File: src/hdl/dtg_pkg.sv
package dtg_pkg;

    localparam int DEF_PHASE_BITS      = 16;
    localparam int DEF_TABLE_ADDR_BITS = 8;
    localparam int STEP_BITS           = 16;
    localparam int DUR_BITS            = 32;
    localparam int LEVEL_BITS          = 8;
    localparam int ROM_ADDR_BITS       = 8;
    localparam int ROM_DEPTH           = 1 << ROM_ADDR_BITS;

    typedef enum logic [1:0] {
        MODE_TICK    = 2'd0,
        MODE_TONE    = 2'd1,
        MODE_SILENCE = 2'd2
    } t_mode;

    typedef struct packed {
        logic [1:0]           mode;
        logic [STEP_BITS-1:0] phase_step;
        logic [DUR_BITS-1:0]  duration_samples;
    } t_in_item;

    typedef struct packed {
        logic [LEVEL_BITS-1:0] level;
        logic                  active;
        logic                  status;
    } t_out_item;

    // Unsigned offset sine, one full period over the table.
    localparam logic [LEVEL_BITS-1:0] SINE_ROM [ROM_DEPTH] = '{
        8'd128, 8'd131, 8'd134, 8'd137, 8'd140, 8'd143, 8'd146, 8'd149,
        8'd152, 8'd155, 8'd158, 8'd162, 8'd165, 8'd167, 8'd170, 8'd173,
        8'd176, 8'd179, 8'd182, 8'd185, 8'd188, 8'd190, 8'd193, 8'd196,
        8'd198, 8'd201, 8'd203, 8'd206, 8'd208, 8'd211, 8'd213, 8'd215,
        8'd218, 8'd220, 8'd222, 8'd224, 8'd226, 8'd228, 8'd230, 8'd232,
        8'd234, 8'd235, 8'd237, 8'd238, 8'd240, 8'd241, 8'd243, 8'd244,
        8'd245, 8'd246, 8'd248, 8'd249, 8'd250, 8'd250, 8'd251, 8'd252,
        8'd253, 8'd253, 8'd254, 8'd254, 8'd254, 8'd255, 8'd255, 8'd255,
        8'd255, 8'd255, 8'd255, 8'd255, 8'd254, 8'd254, 8'd254, 8'd253,
        8'd253, 8'd252, 8'd251, 8'd250, 8'd250, 8'd249, 8'd248, 8'd246,
        8'd245, 8'd244, 8'd243, 8'd241, 8'd240, 8'd238, 8'd237, 8'd235,
        8'd234, 8'd232, 8'd230, 8'd228, 8'd226, 8'd224, 8'd222, 8'd220,
        8'd218, 8'd215, 8'd213, 8'd211, 8'd208, 8'd206, 8'd203, 8'd201,
        8'd198, 8'd196, 8'd193, 8'd190, 8'd188, 8'd185, 8'd182, 8'd179,
        8'd176, 8'd173, 8'd170, 8'd167, 8'd165, 8'd162, 8'd158, 8'd155,
        8'd152, 8'd149, 8'd146, 8'd143, 8'd140, 8'd137, 8'd134, 8'd131,
        8'd128, 8'd124, 8'd121, 8'd118, 8'd115, 8'd112, 8'd109, 8'd106,
        8'd103, 8'd100, 8'd97,  8'd93,  8'd90,  8'd88,  8'd85,  8'd82,
        8'd79,  8'd76,  8'd73,  8'd70,  8'd67,  8'd65,  8'd62,  8'd59,
        8'd57,  8'd54,  8'd52,  8'd49,  8'd47,  8'd44,  8'd42,  8'd40,
        8'd37,  8'd35,  8'd33,  8'd31,  8'd29,  8'd27,  8'd25,  8'd23,
        8'd21,  8'd20,  8'd18,  8'd17,  8'd15,  8'd14,  8'd12,  8'd11,
        8'd10,  8'd9,   8'd7,   8'd6,   8'd5,   8'd5,   8'd4,   8'd3,
        8'd2,   8'd2,   8'd1,   8'd1,   8'd1,   8'd0,   8'd0,   8'd0,
        8'd0,   8'd0,   8'd0,   8'd0,   8'd1,   8'd1,   8'd1,   8'd2,
        8'd2,   8'd3,   8'd4,   8'd5,   8'd5,   8'd6,   8'd7,   8'd9,
        8'd10,  8'd11,  8'd12,  8'd14,  8'd15,  8'd17,  8'd18,  8'd20,
        8'd21,  8'd23,  8'd25,  8'd27,  8'd29,  8'd31,  8'd33,  8'd35,
        8'd37,  8'd40,  8'd42,  8'd44,  8'd47,  8'd49,  8'd52,  8'd54,
        8'd57,  8'd59,  8'd62,  8'd65,  8'd67,  8'd70,  8'd73,  8'd76,
        8'd79,  8'd82,  8'd85,  8'd88,  8'd90,  8'd93,  8'd97,  8'd100,
        8'd103, 8'd106, 8'd109, 8'd112, 8'd115, 8'd118, 8'd121, 8'd124
    };

endpackage

File: src/hdl/dds_tone_generator_with_duration_top.sv
// Tone generator by direct digital synthesis with a sample-count duration. Each input
// transfer is a sample tick, a tone command or a silence command, and each one yields
// exactly one result transfer carrying the current level, whether a tone or silence is
// still running, and a busy flag for a command that arrived while running (that command
// changes nothing). An item passes an input register and the logic (phase add,
// sine table read, count decrement) into the result register, so the block takes one
// item every cycle unless the output stalls; the phase update that each tick feeds
// to the next sets that rate.
module dds_tone_generator_with_duration_top
    import dtg_pkg::*;
#(
    parameter int PHASE_BITS      = DEF_PHASE_BITS,
    parameter int TABLE_ADDR_BITS = DEF_TABLE_ADDR_BITS
) (
    input  logic      i_clk,
    input  logic      i_rst_n,
    input  logic      i_in_valid,
    input  t_in_item  i_in_item,
    output logic      o_in_stall,
    output logic      o_out_valid,
    output t_out_item o_out_item,
    input  logic      i_out_stall
);

    logic     w_reg_valid;
    t_in_item w_reg_item;
    logic     w_take;

    dtg_in_reg u_in_reg (
        .i_clk   (i_clk),
        .i_rst_n (i_rst_n),
        .i_valid (i_in_valid),
        .i_item  (i_in_item),
        .o_stall (o_in_stall),
        .i_take  (w_take),
        .o_valid (w_reg_valid),
        .o_item  (w_reg_item)
    );

    dtg_core #(
        .PHASE_BITS      (PHASE_BITS),
        .TABLE_ADDR_BITS (TABLE_ADDR_BITS)
    ) u_core (
        .i_clk       (i_clk),
        .i_rst_n     (i_rst_n),
        .i_valid     (w_reg_valid),
        .i_item      (w_reg_item),
        .o_take      (w_take),
        .o_out_valid (o_out_valid),
        .o_out_item  (o_out_item),
        .i_out_stall (i_out_stall)
    );

endmodule

File: src/hdl/dtg_in_reg.sv
module dtg_in_reg
    import dtg_pkg::*;
(
    input  logic     i_clk,
    input  logic     i_rst_n,
    input  logic     i_valid,
    input  t_in_item i_item,
    output logic     o_stall,
    input  logic     i_take,
    output logic     o_valid,
    output t_in_item o_item
);

    logic     r_valid;
    t_in_item r_item;
    logic     w_load;

    // The register refills in the same cycle its content moves on.
    assign w_load  = !r_valid || i_take;
    assign o_stall = !w_load;

    always_ff @(posedge i_clk) begin
        if (!i_rst_n) begin
            r_valid <= 1'b0;
        end else if (w_load) begin
            r_valid <= i_valid;
        end
    end

    always_ff @(posedge i_clk) begin
        if (w_load && i_valid) begin
            r_item <= i_item;
        end
    end

    assign o_valid = r_valid;
    assign o_item  = r_item;

endmodule

File: src/hdl/dtg_core.sv
module dtg_core
    import dtg_pkg::*;
#(
    parameter int PHASE_BITS      = DEF_PHASE_BITS,
    parameter int TABLE_ADDR_BITS = DEF_TABLE_ADDR_BITS
) (
    input  logic      i_clk,
    input  logic      i_rst_n,
    input  logic      i_valid,
    input  t_in_item  i_item,
    output logic      o_take,
    output logic      o_out_valid,
    output t_out_item o_out_item,
    input  logic      i_out_stall
);

    localparam int PH_SHIFT = PHASE_BITS - TABLE_ADDR_BITS;

    logic [PHASE_BITS-1:0]      r_phase_acc, n_phase_acc;
    logic [PHASE_BITS-1:0]      r_phase_inc, n_phase_inc;
    logic [DUR_BITS-1:0]        r_remaining, n_remaining;
    logic                       r_running, n_running;
    logic [LEVEL_BITS-1:0]      r_held_level, n_held_level;
    logic                       r_out_valid;
    t_out_item                  r_out_item, n_out_item;

    logic [PHASE_BITS-1:0]      w_phase_sum;
    logic [TABLE_ADDR_BITS-1:0] w_tab_addr;
    logic [ROM_ADDR_BITS-1:0]   w_rom_addr;
    logic [DUR_BITS-1:0]        w_rem_dec;
    logic                       w_status;

    assign o_take      = i_valid && (!r_out_valid || !i_out_stall);
    assign w_phase_sum = r_phase_acc + r_phase_inc;
    assign w_rem_dec   = r_remaining - DUR_BITS'(1);

    generate
        if (PH_SHIFT >= 0) begin : g_addr_down
            assign w_tab_addr = TABLE_ADDR_BITS'(w_phase_sum >> PH_SHIFT);
        end else begin : g_addr_up
            assign w_tab_addr = TABLE_ADDR_BITS'(
                {{TABLE_ADDR_BITS{1'b0}}, w_phase_sum} << (-PH_SHIFT));
        end
        if (TABLE_ADDR_BITS <= ROM_ADDR_BITS) begin : g_rom_up
            assign w_rom_addr = ROM_ADDR_BITS'(
                {w_tab_addr, {ROM_ADDR_BITS{1'b0}}} >> TABLE_ADDR_BITS);
        end else begin : g_rom_down
            assign w_rom_addr = ROM_ADDR_BITS'(
                w_tab_addr >> (TABLE_ADDR_BITS - ROM_ADDR_BITS));
        end
    endgenerate

    always_comb begin
        n_phase_acc  = r_phase_acc;
        n_phase_inc  = r_phase_inc;
        n_remaining  = r_remaining;
        n_running    = r_running;
        n_held_level = r_held_level;
        w_status     = 1'b0;
        unique case (i_item.mode)
            MODE_TICK: begin
                if (r_running) begin
                    n_phase_acc  = w_phase_sum;
                    n_held_level = SINE_ROM[w_rom_addr];
                    n_remaining  = w_rem_dec;
                    n_running    = (w_rem_dec != '0);
                end
            end
            MODE_TONE, MODE_SILENCE: begin
                if (r_running) begin
                    w_status = 1'b1;
                end else begin
                    if (i_item.mode == MODE_TONE) begin
                        n_phase_inc = PHASE_BITS'(i_item.phase_step);
                    end else begin
                        n_phase_acc = '0;
                        n_phase_inc = '0;
                    end
                    n_remaining = i_item.duration_samples;
                    n_running   = (i_item.duration_samples != '0);
                end
            end
            default: begin
            end
        endcase
        n_out_item.level  = n_held_level;
        n_out_item.active = n_running;
        n_out_item.status = w_status;
    end

    always_ff @(posedge i_clk) begin
        if (!i_rst_n) begin
            r_phase_acc  <= '0;
            r_phase_inc  <= '0;
            r_remaining  <= '0;
            r_running    <= 1'b0;
            r_held_level <= '0;
            r_out_valid  <= 1'b0;
        end else begin
            if (o_take) begin
                r_phase_acc  <= n_phase_acc;
                r_phase_inc  <= n_phase_inc;
                r_remaining  <= n_remaining;
                r_running    <= n_running;
                r_held_level <= n_held_level;
                r_out_valid  <= 1'b1;
            end else if (!i_out_stall) begin
                r_out_valid  <= 1'b0;
            end
        end
    end

    always_ff @(posedge i_clk) begin
        if (o_take) begin
            r_out_item <= n_out_item;
        end
    end

    assign o_out_valid = r_out_valid;
    assign o_out_item  = r_out_item;

endmodule
File: config.mk
export PLATFORM = sky130hd
export DESIGN_NAME = dds_tone_generator_with_duration_top
export DESIGN_NICKNAME = d
export VERILOG_FILES = /design/src/hdl/dtg_pkg.sv /design/src/hdl/dds_tone_generator_with_duration_top.sv /design/src/hdl/dtg_in_reg.sv /design/src/hdl/dtg_core.sv
export SDC_FILE = /design/constraint.sdc
export NUM_CORES = 1
export LEC_CHECK = 0
export BUFFER_PORTS_ARGS = -buffer_cell sky130_fd_sc_hd__buf_4
export CAP_MARGIN = 20
export CELL_PAD_IN_SITES_DETAIL_PLACEMENT = 1
export CELL_PAD_IN_SITES_GLOBAL_PLACEMENT = 2
export CORE_ASPECT_RATIO = 1.2
export CORE_MARGIN = 2
export CORE_UTILIZATION = 38
export CTS_BUF_LIST = sky130_fd_sc_hd__clkbuf_16
export CTS_CLUSTER_DIAMETER = 100
export DETAILED_ROUTE_END_ITERATION = 8
export PLACE_DENSITY = 0.86
export REMOVE_ABC_BUFFERS = 1
export SYNTH_ARGS = -nofsm -noshare
export SYNTH_HDL_FRONTEND = slang
export SYNTH_SLANG_ARGS = --single-unit
File: constraint.sdc
create_clock -name i_clk -period 5.2 [get_ports i_clk]
set_input_delay 0.78 -clock i_clk [delete_from_list [all_inputs] [get_ports i_clk]]
set_output_delay 0.78 -clock i_clk [all_outputs]
set_load 0.01 [all_outputs]
==> run summary, run 1 <==
outcome = finished clean
Startpoint Class = flop
CP Buf/Inv Count = 1
Clock Path Buffers = 2
CTS resizes = 0
Synth Cell Area = 0.00921 mm^2
largest net degree at the start of global routing = 83
Port Buffer Count = 65
Layout Skew = 0.0116 ns
Filler cells = 2917
Post-route DRC = 0
crit path max fanout = 40
clock share of power = 0.441
NetSw = 792 uW
Worst path max stage delay = 0.51 ns
Synth Register Bits = 135
Nets = 1202
WL final = 30.4 mm
Hold WS = 0.474 ns
Synth warnings = 0
setup violators final = 0
share of cells above drive strength 1 = 0.138
ys async rst share = 0
Distinct cells, synth = 88
antenna violations before repair = 0
DP HPWL = 21.2 mm
sequential share of power = 0.411
switching part of the total = 0.272
Num CTS Buffers = 17
Placer Congestion = 0.937
per-instance average area after synthesis = 8.34 um^2
Slew headroom = 0.355
vias per cell = 6.13
Clock Latency Late Sink = 0.43 ns
Comb power frac = 0.148
CTS sink cnt = 135
CP endpoint = u_core.o_out_item[5]
leakage power = 0.00384 uW
arrival time at the worst endpoint = 4.86 ns
Post-CTS Hold Buffers = 0
Die H = 175 um
Core ar. = 0.0239 mm^2
commonest non-fill, non-tap cells in the layout = 101 x o21ai_0, 99 x nand2_1, 86 x buf_4
RR Endpoint = u_core.o_out_item[5]
Post-CTS Setup Repair Bufs = 0
CP Cell Sequence = ha_1 > fa_1 > a211oi_1 > o2111ai_1 > and3_1 > nand2_4 > inv_2 > ha_1 > a31oi_1 > mux2i_1 > o21ai_0 > o221ai_1 > a32oi_1 > o21ai_1
htree depth = 4
clock-pin slew on the worst setup and hold paths = 0.06 ns
die area = 0.0255 mm^2
unrepaired setup endpoints after global routing = no
Period Utilization, post-route = 0.903
final hold violations = 0
VDD IR max = 0.000217 V
Placement Rows = 62
Crit. End Element = flop
commonest register cell after synthesis = dfxtp_1
slowest CP cell = fa_1
ANT nets after route = 0
Initial Util = 0.385
max_cap viols = 0
EDFF count, synth = 60
vias in the first global route = 8961
final setup margin = 0.505 ns
DIE WIDTH = 146 um
FF-to-FF path depth = 14
gr ovfl total = 0
Worst path depth = 14
drt pass-1 iters = 8
# diodes = 0
commonest non-fill, non-tap cell in the layout = o21ai_0
Crit Path Class = flop to flop
FF-to-FF setup slack = 0.51 ns
power per cell area = 279 mW/mm^2
min Tclk post-route = 4.69 ns
CP startpoint = u_core.r_phase_inc[0]
Mapped Cells = 1104
sequential area share after synthesis = 0.359
Final Max Slew Viols = 0
HP Class = flop to flop
WP data required = 5.36 ns
IO Count = 66
first-pass GRT wire length = 49.1 mm
Root Driver = clkbuf_16
DP Worst Slack = 0.623 ns
setup TNS = 0 ns
P&R area growth vs syn = 13.4%
Avg WL per Cell = 21.0 um
delay-heaviest family, CP = compound AO/OA/AOI/OAI gates
fmax = 213 MHz
via count = 8873
reg2reg start = u_core.r_phase_inc[0]
Total Routing Usage GR = 0.241
most frequent cell on the critical path = ha_1
CTS tree = yes
Least-Margin Pin Slew = 0.960 ns
Internal Dissipation = 2120 uW
initial DRC count = 630
## state kept, by name (all words and copies together) (netlist names), 8 cells and up
| signal | cells |
|---|---|
| u_core.r_phase_inc | 16 |
| u_core.r_phase_acc | 16 |
| u_core.o_out_item | 10 |
| u_core.r_remaining | 32 |
| u_in_reg.o_item | 50 |
| u_core.r_held_level | 8 |
## power by group through the flow
stage / logic, uW / clock network, uW / registers (uW)
global placement: 422 / 0 / 1220
global route: 480 / 1360 / 1200
floorplan: 276 / 0 / 1210
CTS: 432 / 1320 / 1200
finish: 431 / 1290 / 1200
detailed placement: 429 / 0 / 1220
## logic make-up after synthesis
| family | share of synthesized area |
|---|---|
| AO/OA/AOI/OAI | 0.296 |
| XOR/XNOR | 0.0197 |
| adder cells (fa/ha/maj) | 0.0457 |
| buffers and inverters | 0.0628 |
| flip-flops | 0.359 |
| multiplexers | 0.0109 |
| AND/OR/NAND/NOR | 0.207 |
## through the flow
stage	total power [uW]	cell area [um^2]	utilization	cells
finish	2910	10400	0.437	1448
global route	3040	10400	0.437	1448
CTS	2950	10400	0.436	1446
detailed placement	1650	9790	0.410	1414
global placement	1640	9780	0.409	1413
floorplan	1480	8720	-	1007
## final cells by class
class	count	area (um^2)	share of cell area
Inverter	22	87.6	0.00839
Clock inverter	15	201	0.0193
Tap cell	320	400	0.0383
Timing Repair Buffer	89	683	0.0654
Clock buffer	17	425	0.0407
Sequential cell	135	3300	0.316
Multi-Input combinational cell	850	5340	0.512
## worst min-delay path, cell delays in order, from the launching register on
cell	delay, ns
dfxtp_1	0.31
nand2_1	0.05
o22ai_1	0.06
## worst min-delay path by stage
stage	start	to	slack, ns	cells after the start
after floorplan	u_core.r_phase_inc[0]	u_core.r_phase_inc[0]	0.45	2
after global placement	u_core.r_held_level[5]	u_core.r_held_level[5]	0.46	2
after detailed placement	u_core.r_held_level[5]	u_core.r_held_level[5]	0.47	2
after CTS	u_core.r_phase_inc[3]	u_core.r_phase_inc[3]	0.48	2
after global routing	u_core.r_held_level[1]	u_core.r_held_level[1]	0.50	2
final	u_core.r_held_level[5]	u_core.r_held_level[5]	0.47	2
## layer usage
| layer | vias up | track usage | wire length [um] |
|---|---|---|---|
| li1 | 4171 | - | - |
| met1 | 4321 | 0.292 | 12700 |
| met2 | 281 | 0.410 | 14900 |
| met3 | 100 | 0.0383 | 1340 |
| met4 | 0 | 0.130 | 1520 |
| met5 | - | 0 | 0 |
## cells in the mapped netlist (16+ instances only)
library cell	instances	area share
nand2_1	99	0.040
clkbuf_1	49	0.020
a31oi_1	18	0.012
a21oi_1	82	0.045
a22oi_1	26	0.021
nor2b_1	23	0.016
o21ai_0	102	0.055
a211oi_1	16	0.013
nand3_1	49	0.027
buf_2	27	0.015
dfxtp_1	75	0.16
edfxtp_1	60	0.20
ha_1	32	0.043
nor2_1	76	0.031
inv_1	17	0.0069
nor4_1	18	0.012
a21boi_0	20	0.016
and2_1	22	0.015
nor3_1	35	0.019
o211ai_1	16	0.013
Note: power is estimated with default switching activity, not from simulation.
==> inputs of run 2 (changes only) <==
==> constraint.sdc (replaced) <==
create_clock -name i_clk -period 5.2 [get_ports i_clk]
set_input_delay 1.04 -clock i_clk [delete_from_list [all_inputs] [get_ports i_clk]]
set_output_delay 1.04 -clock i_clk [all_outputs]
set_load 0.01 [all_outputs]
==> run summary, run 2 (synthesized netlist as in run 1, its figures left out) <==
Crit Path Class = flop to flop
Post-CTS Hold Buffers = 0
HP Class = flop to flop
first-pass GRT wire length = 48.6 mm
Num CTS Buffers = 17
sequential share of power = 0.415
Startpoint Class = flop
IO Count = 66
initial DRC count = 642
most frequent cell on the critical path = ha_1
crit path max fanout = 40
gr ovfl total = 0
vias in the first global route = 8864
leakage power = 0.00381 uW
outcome = finished clean
Sequential Area = 0.00330 mm^2
Multi-input gate area = 0.00534 mm^2
clock-pin slew on the worst setup and hold paths = 0.06 ns
arrival time at the worst endpoint = 4.73 ns
Internal Dissipation = 2070 uW
Crit. End Element = flop
P&R area growth vs syn = 12.8%
Root Driver = clkbuf_16
final hold violations = 0
switching part of the total = 0.282
Total Routing Usage GR = 0.240
min Tclk post-route = 4.57 ns
CTS tree = yes
clock share of power = 0.436
max reg flops = 50
vias per cell = 6.11
CTS sink cnt = 135
Worst path max stage delay = 0.51 ns
VDD IR max = 0.000229 V
setup violators final = 0
ANT nets after route = 0
Layout Skew = 0.0204 ns
# diodes = 0
Placement Rows = 62
Port Buffer Count = 65
setup TNS = 0 ns
delay-heaviest family, CP = compound AO/OA/AOI/OAI gates
Nets = 1198
largest net degree at the start of global routing = 83
DP HPWL = 21.5 mm
NetSw = 812 uW
Clock Path Buffers = 2
htree depth = 4
Slew headroom = 0.288
Period Utilization, post-route = 0.880
commonest non-fill, non-tap cells in the layout = 101 x o21ai_0, 99 x nand2_1, 83 x buf_4
Final Max Slew Viols = 0
share of cells above drive strength 1 = 0.134
Power, Total = 2880 uW
CP Cell Sequence = ha_1 > fa_1 > a211oi_1 > o2111ai_1 > and3_1 > nand2_4 > inv_2 > ha_1 > a31oi_1 > mux2i_1 > o211ai_1 > o311ai_1 > a32oi_1 > o21ai_1
antenna violations before repair = 0
Initial Util = 0.385
power per cell area = 278 mW/mm^2
unrepaired setup endpoints after global routing = no
placed inst area = 0.00979 mm^2
design area = 0.0104 mm^2
Comb power frac = 0.148
Post-CTS Setup Repair Bufs = 0
Core ar. = 0.0239 mm^2
via count = 8825
drt pass-1 iters = 5
max_cap viols = 0
WP data required = 5.36 ns
CP Buf/Inv Count = 1
Die H = 175 um
Least-Margin Pin Slew = 1.06 ns
Avg WL per Cell = 21.2 um
Post-route DRC = 0
slowest CP cell = fa_1
Placer Congestion = 0.944
fmax = 219 MHz
commonest non-fill, non-tap cell in the layout = o21ai_0
DIE WIDTH = 146 um
die area = 0.0255 mm^2
Filler cells = 2909
WL final = 30.6 mm
Clock Latency Late Sink = 0.44 ns
CTS resizes = 0
run 2: through the flow:
step	util	std cells	setup WS [ns]	hold slack [ns]
final	0.435	1444	0.627	0.477
after global routing	0.435	1444	0.258	0.508
after CTS	0.435	1444	0.660	0.478
after detailed placement	0.410	1412	0.727	0.469
after global placement	0.409	1411	0.805	0.456
after floorplan	-	1007	0.325	0.445
run 2: path summary, 6_finish.rpt:
check | startpoint | end | slack [ns] | cells past startpoint
setup / recovery | u_core.r_phase_inc[0] | u_core.o_out_item[5] | 0.63 | 14
setup reg to reg | u_core.r_phase_inc[0] | u_core.o_out_item[5] | 0.63 | 14
hold reg to reg | u_core.r_phase_inc[13] | u_core.r_phase_inc[13] | 0.48 | 2
hold / removal | u_core.r_phase_inc[13] | u_core.r_phase_inc[13] | 0.48 | 2
run 2: power by group through the flow:
stage                     logic [uW]  registers, uW  clock network, uW
after floorplan                  276           1210                  0
after global placement           422           1220                  0
after detailed placement         430           1220                  0
after CTS                        432           1200               1270
after global routing             480           1200               1320
final                            428           1200               1260
run 2: cell type report:
cell class,count,area share
Multi-Input combinational cell,850,0.514
Sequential cell,135,0.318
Timing Repair Buffer,85,0.0630
Clock buffer,17,0.0410
Tap cell,320,0.0386
Clock inverter,15,0.0166
Inverter,22,0.00843
run 2: metal layers:
| layer | global-route usage | wire length [um] | vias up |
|---|---|---|---|
| li1 | - | - | 4167 |
| met4 | 0.119 | 1350 | 0 |
| met5 | 0 | 0 | - |
| met2 | 0.426 | 15500 | 248 |
| met1 | 0.288 | 12600 | 4330 |
| met3 | 0.0286 | 1080 | 80 |
run 2: tightest hold or removal path: cells and delay by family (launching register included):
kind             cells  cell delay, ns
AO/OA/AOI/OAI        1            0.06
flip-flops           1            0.31
AND/OR/NAND/NOR      1            0.05
==> inputs of run 3 (changes only) <==
--- a/config.mk
+++ b/config.mk
@@ -5,17 +5,17 @@
 export SDC_FILE = /design/constraint.sdc
 export NUM_CORES = 1
 export LEC_CHECK = 0
-export BUFFER_PORTS_ARGS = -buffer_cell sky130_fd_sc_hd__buf_4
 export CAP_MARGIN = 20
 export CELL_PAD_IN_SITES_DETAIL_PLACEMENT = 1
 export CELL_PAD_IN_SITES_GLOBAL_PLACEMENT = 2
 export CORE_ASPECT_RATIO = 1.2
 export CORE_MARGIN = 2
-export CORE_UTILIZATION = 38
+export CORE_UTILIZATION = 40
 export CTS_BUF_LIST = sky130_fd_sc_hd__clkbuf_16
 export CTS_CLUSTER_DIAMETER = 100
 export DETAILED_ROUTE_END_ITERATION = 8
-export PLACE_DENSITY = 0.86
+export DONT_BUFFER_PORTS = 1
+export PLACE_DENSITY = 0.85
 export REMOVE_ABC_BUFFERS = 1
 export SYNTH_ARGS = -nofsm -noshare
 export SYNTH_HDL_FRONTEND = slang
==> run summary, run 3 (synthesized netlist as in run 1, its figures left out) <==
initial DRC count = 786
Filler cells = 2674
FF-to-FF path depth = 14
DIE WIDTH = 143 um
Total Routing Usage GR = 0.257
vias per cell = 6.47
FF-to-FF setup slack = 0.51 ns
Initial Util = 0.409
largest net degree at the start of global routing = 83
Startpoint Class = flop
Worst path max stage delay = 0.53 ns
max_cap viols = 0
min Tclk post-route = 4.69 ns
commonest non-fill, non-tap cells in the layout = 101 x o21ai_0, 99 x nand2_1, 82 x a21oi_1
clock share of power = 0.448
sequential share of power = 0.418
Least-Margin Pin Slew = 1.03 ns
Port Buffer Count = 0
final hold violations = 0
fmax = 213 MHz
P&R area growth vs syn = 7.58%
outcome = finished clean
commonest non-fill, non-tap cell in the layout = o21ai_0
DP HPWL = 21.2 mm
CP Cell Sequence = ha_1 > fa_1 > a211o_1 > a211oi_2 > or3_1 > nand2_4 > inv_2 > ha_1 > inv_1 > mux2i_1 > o22ai_1 > a21oi_1 > o22ai_1 > o31ai_1
first-pass GRT wire length = 48.6 mm
CTS sink cnt = 135
CTS tree = yes
CTS resizes = 0
Nets = 1137
clock-pin slew on the worst setup and hold paths = 0.06 ns
HP Class = flop to flop
drt pass-1 iters = 8
antenna violations before repair = 1
switching part of the total = 0.285
Post-CTS Setup Repair Bufs = 0
Layout Skew = 0.0197 ns
CP Buf/Inv Count = 2
Crit. End Element = flop
reg2reg start = u_core.r_phase_inc[0]
Period Utilization, post-route = 0.903
leakage power = 0.00353 uW
Hold Startpoint = u_core.r_phase_inc[3]
Comb power frac = 0.134
Slew headroom = 0.307
Multi-input gate area = 0.00535 mm^2
# diodes = 0
vias in the first global route = 8665
Hold Crit Depth = 2
VDD IR max = 0.000222 V
Placer Congestion = 0.943
RR Endpoint = u_core.o_out_item[6]
unrepaired setup endpoints after global routing = no
Core ar. = 0.0225 mm^2
WL final = 30.5 mm
slowest CP cell = fa_1
Root Driver = clkbuf_16
NetSw = 819 uW
Avg WL per Cell = 22.8 um
setup violators final = 0
power per cell area = 291 mW/mm^2
gr ovfl total = 0
Internal Dissipation = 2060 uW
crit path max fanout = 30
Clock Path Buffers = 2
Die H = 170 um
Post-route DRC = 0
Num CTS Buffers = 17
ANT nets after route = 0
delay-heaviest family, CP = compound AO/OA/AOI/OAI gates
Post-CTS Hold Buffers = 0
htree depth = 4
Sequential Area = 0.00330 mm^2
via count = 8685
Crit Path Class = flop to flop
Hold WS = 0.473 ns
WP data required = 5.45 ns
share of cells above drive strength 1 = 0.0865
setup TNS = 0 ns
Clock Latency Late Sink = 0.44 ns
max reg flops = 50
WHS Endpoint = u_core.r_phase_inc[3]
arrival time at the worst endpoint = 4.95 ns
IO Count = 66
die area = 0.0243 mm^2
Final Max Slew Viols = 0
Placement Rows = 60
==> run 3: cell types whose count changed in the layout (fill, tap and decap cells not counted), sizes merged <==
cell | previous run | this run
buf | 85 | 24
clkinvlp | 2 | 1
clkinv | 9 | 6
inv | 23 | 27
==> run 3: per-stage QoR <==
stage	power [uW]	area (um^2)	instances	utilization	setup slack, ns
after floorplan	1480	8720	1007	-	0.325
after global placement	1600	9280	1309	0.412	0.624
after detailed placement	1610	9290	1310	0.412	0.588
after CTS	2900	9910	1342	0.440	0.566
after global routing	3000	9910	1342	0.440	0.232
final	2880	9910	1342	0.440	0.506
==> run 3: layer usage <==
metal,routed length [um],track usage,vias to the layer above,part of all wire
met5,13,0,-,0.00043
met3,1710,0.0478,83,0.056
met1,12400,0.310,4241,0.40
met2,15100,0.439,316,0.50
met4,1330,0.126,2,0.043
li1,-,-,4043,-
==> run 3: layout make-up <==
cell class                      count  share of cell area
Multi-Input combinational cell    850               0.540
Clock buffer                       17              0.0429
Inverter                           22             0.00884
Clock inverter                     15              0.0195
Tap cell                          279              0.0352
Sequential cell                   135               0.333
Timing Repair Buffer               24              0.0198
==> run 3: power by group through the flow <==
stage                     Sequential [uW]  Combinational, uW  Clock, uW
after floorplan                      1210                276          0
after global placement               1220                378          0
after detailed placement             1220                384          0
after CTS                            1200                388       1310
after global routing                 1210                433       1360
final                                1200                386       1290
==> run 3: worst register-to-register path, stage by stage, from the launching register on <==
cell	delay, ns
dfxtp_1	0.32
ha_1	0.24
fa_1	0.53
a211o_1	0.39
a211oi_2	0.32
or3_1	0.50
nand2_4	0.25
inv_2	0.52
ha_1	0.47
inv_1	0.15
mux2i_1	0.16
o22ai_1	0.12
a21oi_1	0.19
o22ai_1	0.12
o31ai_1	0.24
==> run 3: worst max-delay path by stage <==
stage,start,endpoint,slack [ns],depth (start not counted)
2_1_floorplan,u_in_reg.o_item[48],u_core.r_phase_acc[10],0.32,8
3_3_place_gp,u_core.r_phase_inc[0],u_core.o_out_item[4],0.62,14
3_5_place_dp,u_core.r_phase_inc[0],u_core.o_out_item[4],0.59,14
6_report,u_core.r_phase_inc[0],u_core.o_out_item[6],0.51,14
4_1_cts,u_core.r_phase_inc[0],u_core.o_out_item[4],0.57,14
5_1_grt,u_core.r_phase_inc[0],u_core.o_out_item[6],0.23,14
